### config.mk
export PLATFORM = sky130hd
export DESIGN_NAME = serial_link_frame_controller_core
export DESIGN_NICKNAME = d
export VERILOG_FILES = /design/src/rtl/slfc_pkg.sv /design/src/rtl/slfc_proc.sv /design/src/rtl/slfc_emit.sv /design/src/rtl/serial_link_frame_controller_core.sv
export SDC_FILE = /design/constraint.sdc
export NUM_CORES = 1
export LEC_CHECK = 0
export BUFFER_PORTS_ARGS = -buffer_cell sky130_fd_sc_hd__buf_2
export CORE_UTILIZATION = 55
export DETAILED_ROUTE_END_ITERATION = 6
export GPL_ROUTABILITY_DRIVEN = 0
export PLACE_DENSITY = 0.78
export SETUP_SLACK_MARGIN = 0.05
export SYNTH_ARGS = -nofsm -noshare
export SYNTH_HDL_FRONTEND = slang
export SYNTH_SLANG_ARGS = --single-unit
export TNS_END_PERCENT = 20
### constraint.sdc
create_clock -name aclk -period 3.9 [get_ports aclk]
set_clock_uncertainty 0.05 [all_clocks]
set_input_delay 0.195 -clock aclk [delete_from_list [all_inputs] [get_ports aclk]]
set_output_delay 0.195 -clock aclk [all_outputs]
set_load 0.02 [all_outputs]
### src/rtl/slfc_pkg.sv
// Shared types and constants for the serial link frame controller.
package slfc_pkg;

    typedef enum logic [2:0] {
        OP_RX_BYTE = 3'd0,
        OP_HELLO   = 3'd1,
        OP_SET_MODE = 3'd2,
        OP_SET_TX  = 3'd3,
        OP_SET_CD  = 3'd4
    } op_e_t;

    typedef enum logic [1:0] {
        EV_NONE     = 2'd0,
        EV_COMPLETE = 2'd1,
        EV_BAD_LEN  = 2'd2,
        EV_BAD_TYPE = 2'd3
    } rx_event_t;

    localparam logic [7:0] FRAME_START  = 8'hF0;
    localparam logic [7:0] CMD_HELLO    = 8'h00;
    localparam logic [7:0] CMD_SET_MODE = 8'h01;
    localparam logic [7:0] CMD_SET_TX   = 8'h02;
    localparam logic [7:0] CMD_SET_CD   = 8'h03;
    localparam logic [7:0] TYPE_READ    = 8'h11;
    localparam logic [7:0] TYPE_STATUS  = 8'h50;
    localparam logic [7:0] LENGTH_LIMIT = 8'd250;
    localparam logic [7:0] LEN_HELLO    = 8'd3;
    localparam logic [7:0] LEN_SET      = 8'd4;
    localparam logic [7:0] FOURTH_POS   = 8'd3;

    typedef struct packed {
        logic            is_rx;
        logic [1:0]      last_idx;
        logic [3:0][7:0] bytes;
        rx_event_t       rx_event;
        logic            lockout;
    } desc_t;

endpackage

### src/rtl/slfc_proc.sv
// Input register, deframer and command state, producing at most one result descriptor per request.
module slfc_proc (
    input  logic                 aclk,
    input  logic                 aresetn,
    input  logic                 s_valid,
    output logic                 s_ready,
    input  logic [2:0]           s_op,
    input  logic [7:0]           s_rx_byte,
    input  logic [7:0]           s_mode_value,
    input  logic                 s_flag_value,
    input  logic                 take,
    output logic                 desc_valid,
    output slfc_pkg::desc_t      desc
);

    typedef enum logic [1:0] {
        PH_HUNT   = 2'd0,
        PH_LENGTH = 2'd1,
        PH_TYPE   = 2'd2,
        PH_BODY   = 2'd3
    } phase_t;

    logic                  in_valid_reg;
    slfc_pkg::op_e_t       op_reg;
    logic [7:0]            rx_reg;
    logic [7:0]            mode_in_reg;
    logic                  flag_in_reg;

    phase_t                phase_reg, phase_next;
    logic [7:0]            len_reg, len_next;
    logic [7:0]            pos_reg, pos_next;
    logic                  status_reg, status_next;
    logic                  fourth_reg, fourth_next;
    logic                  lockout_reg, lockout_next;
    logic [7:0]            mode_reg, mode_next;
    logic                  tx_on_reg, tx_on_next;
    logic                  cd_on_reg, cd_on_next;

    logic                  fire;
    logic [7:0]            pos_inc;
    logic                  finish;

    assign s_ready = !in_valid_reg || take;
    assign fire    = in_valid_reg && take;
    assign pos_inc = pos_reg + 8'd1;

    always_comb begin
        phase_next   = phase_reg;
        len_next     = len_reg;
        pos_next     = pos_reg;
        status_next  = status_reg;
        fourth_next  = fourth_reg;
        lockout_next = lockout_reg;
        mode_next    = mode_reg;
        tx_on_next   = tx_on_reg;
        cd_on_next   = cd_on_reg;
        finish       = 1'b0;
        desc_valid   = 1'b0;
        desc         = '0;
        desc.bytes[0] = slfc_pkg::FRAME_START;
        desc.bytes[1] = slfc_pkg::LEN_SET;
        unique case (op_reg)
            slfc_pkg::OP_RX_BYTE: begin
                desc_valid    = in_valid_reg;
                desc.is_rx    = 1'b1;
                desc.last_idx = 2'd0;
                desc.bytes    = '0;
                unique case (phase_reg)
                    PH_HUNT: begin
                        if (rx_reg == slfc_pkg::FRAME_START) begin
                            phase_next = PH_LENGTH;
                            pos_next   = 8'd1;
                        end
                    end
                    PH_LENGTH: begin
                        if (rx_reg >= slfc_pkg::LENGTH_LIMIT) begin
                            phase_next    = PH_HUNT;
                            pos_next      = 8'd0;
                            desc.rx_event = slfc_pkg::EV_BAD_LEN;
                        end else begin
                            len_next   = rx_reg;
                            phase_next = PH_TYPE;
                            pos_next   = 8'd2;
                        end
                    end
                    PH_TYPE: begin
                        if (rx_reg != slfc_pkg::TYPE_STATUS &&
                            rx_reg != slfc_pkg::TYPE_READ) begin
                            phase_next    = PH_HUNT;
                            pos_next      = 8'd0;
                            desc.rx_event = slfc_pkg::EV_BAD_TYPE;
                        end else begin
                            status_next = (rx_reg == slfc_pkg::TYPE_STATUS);
                            pos_next    = slfc_pkg::FOURTH_POS;
                            if (slfc_pkg::FOURTH_POS >= len_reg) begin
                                finish = 1'b1;
                            end else begin
                                phase_next = PH_BODY;
                            end
                        end
                    end
                    PH_BODY: begin
                        if (pos_reg == slfc_pkg::FOURTH_POS) begin
                            fourth_next = rx_reg[0];
                        end
                        pos_next = pos_inc;
                        if (pos_inc >= len_reg) begin
                            finish = 1'b1;
                        end
                    end
                    default: begin
                        phase_next = PH_HUNT;
                    end
                endcase
                if (finish) begin
                    if (status_next) begin
                        lockout_next = fourth_next;
                    end
                    phase_next    = PH_HUNT;
                    pos_next      = 8'd0;
                    desc.rx_event = slfc_pkg::EV_COMPLETE;
                end
            end
            slfc_pkg::OP_HELLO: begin
                desc_valid    = in_valid_reg;
                desc.last_idx = 2'd2;
                desc.bytes[1] = slfc_pkg::LEN_HELLO;
                desc.bytes[2] = slfc_pkg::CMD_HELLO;
            end
            slfc_pkg::OP_SET_MODE: begin
                desc_valid    = in_valid_reg && (mode_in_reg != mode_reg);
                mode_next     = mode_in_reg;
                desc.last_idx = 2'd3;
                desc.bytes[2] = slfc_pkg::CMD_SET_MODE;
                desc.bytes[3] = mode_in_reg;
            end
            slfc_pkg::OP_SET_TX: begin
                desc_valid    = in_valid_reg && (flag_in_reg != tx_on_reg);
                tx_on_next    = flag_in_reg;
                desc.last_idx = 2'd3;
                desc.bytes[2] = slfc_pkg::CMD_SET_TX;
                desc.bytes[3] = {7'd0, flag_in_reg};
            end
            slfc_pkg::OP_SET_CD: begin
                desc_valid    = in_valid_reg && (flag_in_reg != cd_on_reg);
                cd_on_next    = flag_in_reg;
                desc.last_idx = 2'd3;
                desc.bytes[2] = slfc_pkg::CMD_SET_CD;
                desc.bytes[3] = {7'd0, flag_in_reg};
            end
            default: begin
                desc_valid = 1'b0;
            end
        endcase
        desc.lockout = lockout_next;
    end

    always_ff @(posedge aclk) begin
        if (!aresetn) begin
            in_valid_reg <= 1'b0;
            phase_reg    <= PH_HUNT;
            len_reg      <= 8'd0;
            pos_reg      <= 8'd0;
            status_reg   <= 1'b0;
            fourth_reg   <= 1'b0;
            lockout_reg  <= 1'b0;
            mode_reg     <= 8'd0;
            tx_on_reg    <= 1'b0;
            cd_on_reg    <= 1'b0;
        end else begin
            if (s_ready) begin
                in_valid_reg <= s_valid;
            end
            if (fire) begin
                phase_reg   <= phase_next;
                len_reg     <= len_next;
                pos_reg     <= pos_next;
                status_reg  <= status_next;
                fourth_reg  <= fourth_next;
                lockout_reg <= lockout_next;
                mode_reg    <= mode_next;
                tx_on_reg   <= tx_on_next;
                cd_on_reg   <= cd_on_next;
            end
        end
    end

    always_ff @(posedge aclk) begin
        if (s_valid && s_ready) begin
            op_reg      <= slfc_pkg::op_e_t'(s_op);
            rx_reg      <= s_rx_byte;
            mode_in_reg <= s_mode_value;
            flag_in_reg <= s_flag_value;
        end
    end

`ifndef SYNTHESIS
    a_hunt_pos_zero: assert property (@(posedge aclk) disable iff (!aresetn)
        phase_reg == PH_HUNT |-> pos_reg == 8'd0)
        else $error("position not cleared while hunting");
    a_body_pos: assert property (@(posedge aclk) disable iff (!aresetn)
        phase_reg == PH_BODY |-> pos_reg >= slfc_pkg::FOURTH_POS && pos_reg < len_reg)
        else $error("body position out of frame");
    a_lockout_only_on_rx: assert property (@(posedge aclk) disable iff (!aresetn)
        fire && op_reg != slfc_pkg::OP_RX_BYTE |=> $stable(lockout_reg))
        else $error("lockout changed by a command");
`endif

endmodule

### src/rtl/slfc_emit.sv
// Result register that plays out a descriptor one result per cycle while m_ready is high.
module slfc_emit (
    input  logic            aclk,
    input  logic            aresetn,
    input  logic            desc_valid,
    input  slfc_pkg::desc_t desc,
    output logic            take,
    output logic            m_valid,
    input  logic            m_ready,
    output logic            m_tx_valid,
    output logic [7:0]      m_tx_byte,
    output logic            m_last,
    output logic [1:0]      m_rx_event,
    output logic            m_lock_state
);

    logic            busy_reg;
    logic [1:0]      idx_reg;
    slfc_pkg::desc_t desc_reg;
    logic            at_last;

    assign at_last      = (idx_reg == desc_reg.last_idx);
    assign take         = !busy_reg || (m_ready && at_last);
    assign m_valid      = busy_reg;
    assign m_tx_valid   = !desc_reg.is_rx;
    assign m_tx_byte    = desc_reg.bytes[idx_reg];
    assign m_last       = at_last;
    assign m_rx_event   = desc_reg.rx_event;
    assign m_lock_state = desc_reg.lockout;

    always_ff @(posedge aclk) begin
        if (!aresetn) begin
            busy_reg <= 1'b0;
            idx_reg  <= 2'd0;
        end else if (take) begin
            busy_reg <= desc_valid;
            idx_reg  <= 2'd0;
        end else if (m_ready) begin
            idx_reg  <= idx_reg + 2'd1;
        end
    end

    always_ff @(posedge aclk) begin
        if (take && desc_valid) begin
            desc_reg <= desc;
        end
    end

`ifndef SYNTHESIS
    a_rx_single: assert property (@(posedge aclk) disable iff (!aresetn)
        m_valid && !m_tx_valid |-> m_last && m_tx_byte == 8'd0)
        else $error("received-byte result not single");
    a_event_no_tx: assert property (@(posedge aclk) disable iff (!aresetn)
        m_valid && m_rx_event != slfc_pkg::EV_NONE |-> !m_tx_valid)
        else $error("event on a transmit result");
    a_frame_start: assert property (@(posedge aclk) disable iff (!aresetn)
        m_valid && m_tx_valid && idx_reg == 2'd0 |-> m_tx_byte == slfc_pkg::FRAME_START)
        else $error("frame does not open with start byte");
`endif

endmodule

### src/rtl/serial_link_frame_controller_core.sv
// Top level of the serial link frame controller.
// Input channel (s_*): one request per item. s_op selects a received byte
// (deframed), hello, set mode, set transmit or set carrier. Result channel
// (m_*): each request yields zero to four results; m_last marks the final
// one of a request. A received byte yields one result with m_tx_valid low,
// carrying m_rx_event and the current m_lock_state. Commands yield their frame
// bytes with m_tx_valid high; an unchanged set and op codes 5 to 7 yield none.
// A request accepted at the input is held in the input register and then
// loaded into the result register, which shows its results. Throughput: one
// request per cycle for received bytes and no-result requests, with command
// bytes played out one per cycle, while m_ready stays high. A request is taken
// in while the previous one is still playing out its last result.
// Reset (aresetn low at a clock edge) returns the deframer to hunting for a
// start byte and clears lockout, mode, transmit and carrier state; no result
// is pending afterwards. When m_ready is low the current result holds, the
// input register fills, and then s_ready drops until results drain.
module serial_link_frame_controller_core (
    input  logic       aclk,
    input  logic       aresetn,
    input  logic       s_valid,
    output logic       s_ready,
    input  logic [2:0] s_op,
    input  logic [7:0] s_rx_byte,
    input  logic [7:0] s_mode_value,
    input  logic       s_flag_value,
    output logic       m_valid,
    input  logic       m_ready,
    output logic       m_tx_valid,
    output logic [7:0] m_tx_byte,
    output logic       m_last,
    output logic [1:0] m_rx_event,
    output logic       m_lock_state
);

    logic            take;
    logic            desc_valid;
    slfc_pkg::desc_t desc;

    slfc_proc u_proc (
        .aclk         (aclk),
        .aresetn      (aresetn),
        .s_valid      (s_valid),
        .s_ready      (s_ready),
        .s_op         (s_op),
        .s_rx_byte    (s_rx_byte),
        .s_mode_value (s_mode_value),
        .s_flag_value (s_flag_value),
        .take         (take),
        .desc_valid   (desc_valid),
        .desc         (desc)
    );

    slfc_emit u_emit (
        .aclk         (aclk),
        .aresetn      (aresetn),
        .desc_valid   (desc_valid),
        .desc         (desc),
        .take         (take),
        .m_valid      (m_valid),
        .m_ready      (m_ready),
        .m_tx_valid   (m_tx_valid),
        .m_tx_byte    (m_tx_byte),
        .m_last       (m_last),
        .m_rx_event   (m_rx_event),
        .m_lock_state (m_lock_state)
    );

endmodule

==> impl_summary.txt <==
----------------------------------------------------
[Finish]
  Nets ... 424
  Flip-flop count of the largest register, all copies and words added ... 16
  Share of final-layout standard cells stronger than drive strength 1 ... 17.9%
  Fill cell count ... ~440
  Area used by multi-input combinational logic ... 1520 um2
  Storage element area ... 1870 um2
  Number of antenna repair diodes ... 0
  Area Growth Syn to Fin ... 17.2%

[Clock network]
  Post-CTS setup buffers ... 0
  Max Root-Sink Buffers ... 2
  Clock sink count ... 74
  Clock slew at reported path FFs ... about 70 ps
  CTS buffer count ... 9
  Clock tree from TritonCTS ... yes
  Cts repair resizes ... 0
  Insertion delay to the later sink of the worst-skew pair ... 350 ps
  H-tree depth ... 3
  Clock root buffer ... sky130_fd_sc_hd__clkbuf_8

[Global routing]
  Residual overflow from global routing ... 0
  First-pass GRT wire length ... 10.6 mm
  GRT Total Usage ... 21.3%
  Number of antenna violations at the first check in global routing ... 0
  Pin count of the biggest net entering global routing ... 21
  Vias in the first global route ... 2316

[Route]
  Starting DRT DRC Count ... between 100 and 150
  Vias per Instance ... 5.42
  Met1 wire length ... 3.38 mm
  Number of iterations in the first detailed-routing pass ... 4
  Post-route DRC ... 0
  Average detailed-routed wire length per instance ... 14.0 um
  DR WL met3 ... approximately 260 um
  Remaining antenna violation count ... 0
  Vias post-DR ... 2525
  Total Routed Length ... 6.52 mm
  Routed met2 length ... about 2.8 mm
  Uppermost layer routed ... met4

[Die]
  Die Ht ... 82.2 um
  Initial cell density of the core ... between 50% and 60%
  FP Rows ... 28
  Area of the core ... 6060 um2
  Number of I/O pins ... 39
  Die footprint ... 6760 um2
  Die width ... 82.2 um

[Min path]
  Path type of the worst min-delay path ... input pin to register

[Power and ir drop]
  Overall power ... 1500 uW
  Worst-case vdd ir drop ... 0.000408 V
  Leakage power of the design ... 0.00163 uW
  Power density normalized to cell area ... about 360 nW/um2

[Yosys]
  Count of state elements after synthesis ... 74
  Synthesized cell area ... approximately 3500 um2
  Async set-or-reset flop fraction in the synthesized netlist ... 0%
  Post-synthesis sequential area ratio ... 52.9%
  Area leader, netlist ... sky130_fd_sc_hd__edfxtp_1
  Top cells by area in the synthesized netlist ... sky130_fd_sc_hd__edfxtp_1 33%, sky130_fd_sc_hd__dfxtp_1 20%, sky130_fd_sc_hd__mux2i_1 5.9%
  Average footprint of a synthesized cell ... 10.8 um2
  Mapped Nets ... 365
  Most instantiated cells after synthesis ... 39 x sky130_fd_sc_hd__edfxtp_1, 35 x sky130_fd_sc_hd__dfxtp_1, 28 x sky130_fd_sc_hd__nor2_1
  Cells after Synth ... 327
  Cell with the most instances after synthesis ... sky130_fd_sc_hd__edfxtp_1
  Yosys top cell area share ... 33.1%
  Yosys warns ... 0
  Number of enable-type register cells in the synthesized netlist ... 39
  Most used flip-flop cell after synthesis ... sky130_fd_sc_hd__edfxtp_1
  Count of unique library cells instantiated by Yosys ... between 50 and 60

[Critical path]
  Endpoint arrival time on the critical path ... 3350 ps
  Worst Setup Start Kind ... register
  Peak fanout along the critical path ... 14
  Worst Path Required ... 4120 ps
  Category of the most critical setup path ... register to register
  Critical Path End Type ... register

[STA]
  Setup violation total in the final timing report ... 0
  Time the final worst path needs with I/O delays and setup ... 3130 ps
  Setup repair after global routing missed its margin ... no
  Final hold violation count ... 0
  Tcrit/Tclk final ... between 80% and 90%
  Timing-limited maximum frequency ... around 0.32 GHz
  Max Slew Vio Count ... 0
  Slew of the pin with the lowest slew margin ... around 860 ps
  Sum Neg Setup Slack ... 0 ps
  Worst-case headroom to the max-slew limit ... between 40% and 50%

[Run]
  Max capacitance violation total ... 0

[Outcome]
  Status ... completed

[Place]
  Final HPWL from detailed placement ... 4.52 mm
  Number of I/O port buffers ... 38

----------------------------------------------------
[final cells by class]
type                       count  area share (%)
inverter                      23            2.08
tap                           75            2.26
clock buffer                  10            3.32
timing repair buffer          58            9.42
clock inverter                 6           0.966
multi-input combinational    220            36.8
sequential                    74            45.2
[per-stage QoR]
stage          instance area (um2)  setup slack (ps)  utilization [%]  hold slack (ps)  std cells
2_1_floorplan                 3540              1160                -              244        327
3_3_place_gp                  3770               940             62.1              321        430
3_5_place_dp                  3770               821             62.1              323        430
4_1_cts                       4140               785             68.4             29.4        466
5_1_grt                       4140               503             68.4             75.9        466
6_report                      4140               770             68.4             53.9        466
[critical path, cell delays in order (launching register included)]
cell and delay (ps):
sky130_fd_sc_hd__dfxtp_1 440, sky130_fd_sc_hd__ha_1 250, sky130_fd_sc_hd__nand3_1 140, sky130_fd_sc_hd__nor2_1 160, sky130_fd_sc_hd__xor2_1 200, sky130_fd_sc_hd__ha_1 270, sky130_fd_sc_hd__and3_1 170, sky130_fd_sc_hd__a221o_1 350
sky130_fd_sc_hd__a2bb2oi_1 170, sky130_fd_sc_hd__o21ai_2 200, sky130_fd_sc_hd__or4_1 540, sky130_fd_sc_hd__a21oi_1 140
[cells in the final DEF (no fill, tap or decap), types with 2 or more instances in the layout]
master	netlist	routed
sky130_fd_sc_hd__a31oi_1	2	2
sky130_fd_sc_hd__or2_2	5	5
sky130_fd_sc_hd__a22o_1	5	5
sky130_fd_sc_hd__clkbuf_8	0	10
sky130_fd_sc_hd__nand2b_1	5	5
sky130_fd_sc_hd__nor2b_1	11	11
sky130_fd_sc_hd__mux2_2	2	2
sky130_fd_sc_hd__mux2i_1	21	21
sky130_fd_sc_hd__and2_1	11	11
sky130_fd_sc_hd__dlygate4sd3_1	0	20
sky130_fd_sc_hd__o2111ai_1	2	2
sky130_fd_sc_hd__a2bb2oi_1	2	2
sky130_fd_sc_hd__clkinv_2	0	3
sky130_fd_sc_hd__xnor2_1	13	13
sky130_fd_sc_hd__a31o_2	4	4
sky130_fd_sc_hd__a21oi_1	11	11
sky130_fd_sc_hd__o21ai_0	9	9
sky130_fd_sc_hd__ha_1	14	14
sky130_fd_sc_hd__buf_2	2	38
sky130_fd_sc_hd__nor4_1	3	3
sky130_fd_sc_hd__xor2_1	2	2
sky130_fd_sc_hd__or3_1	3	3
sky130_fd_sc_hd__nand3_1	9	9
sky130_fd_sc_hd__a211oi_1	4	4
sky130_fd_sc_hd__nor3_1	3	3
sky130_fd_sc_hd__inv_6	0	2
sky130_fd_sc_hd__dfxtp_1	35	35
sky130_fd_sc_hd__nand2_1	18	18
sky130_fd_sc_hd__nor2_1	28	28
sky130_fd_sc_hd__and3_1	4	4
sky130_fd_sc_hd__or4_1	2	2
sky130_fd_sc_hd__nand4_1	5	5
sky130_fd_sc_hd__nor3b_1	2	2
sky130_fd_sc_hd__edfxtp_1	39	39
sky130_fd_sc_hd__inv_1	23	23
sky130_fd_sc_hd__a21o_1	4	4
[power breakdown]
part / leakage (uW) / total (uW) / internal, uW / switching, uW
registers: 0.000644 / 866 / 848 / 18.6
logic: 0.000895 / 93.2 / 45.6 / 47.6
clock network: 0.0000928 / 536 / 249 / 287
[kinds of logic after synthesis]
logic type	after synthesis	synth area share, %
simple gates	114	16.9
flops	74	52.9
compound gates	54	10.9
buf+inv	33	4.00
mux	23	6.58
xor+xnor	15	3.71
fa+ha+maj	14	4.95
[metal layers]
metal,track usage (%),up-vias
met4,7.89,0
li1,-,1291
met1,30.5,1167
met5,0,-
met3,6.04,6
met2,30.4,61
[timing repair]
action	CTS	global route
endpoints found under the hold margin	20	0
hold buffers	20	0
endpoints found under the setup margin	0	0
[worst paths after layout]
| check | to | start | cells past startpoint | slack (ps) |
|---|---|---|---|---|
| worst max register to register | u_proc.pos_reg[1] | u_proc.pos_reg[0] | 11 | 770 |
| worst min register to register | u_proc.pos_reg[1] | u_proc.pos_reg[1] | 2 | 440 |
| worst min-delay path | u_proc.in_valid_reg | s_valid | 3 | 50 |
| worst max-delay path | u_proc.pos_reg[1] | u_proc.pos_reg[0] | 11 | 770 |
Power figures use the tool's default switching activity.
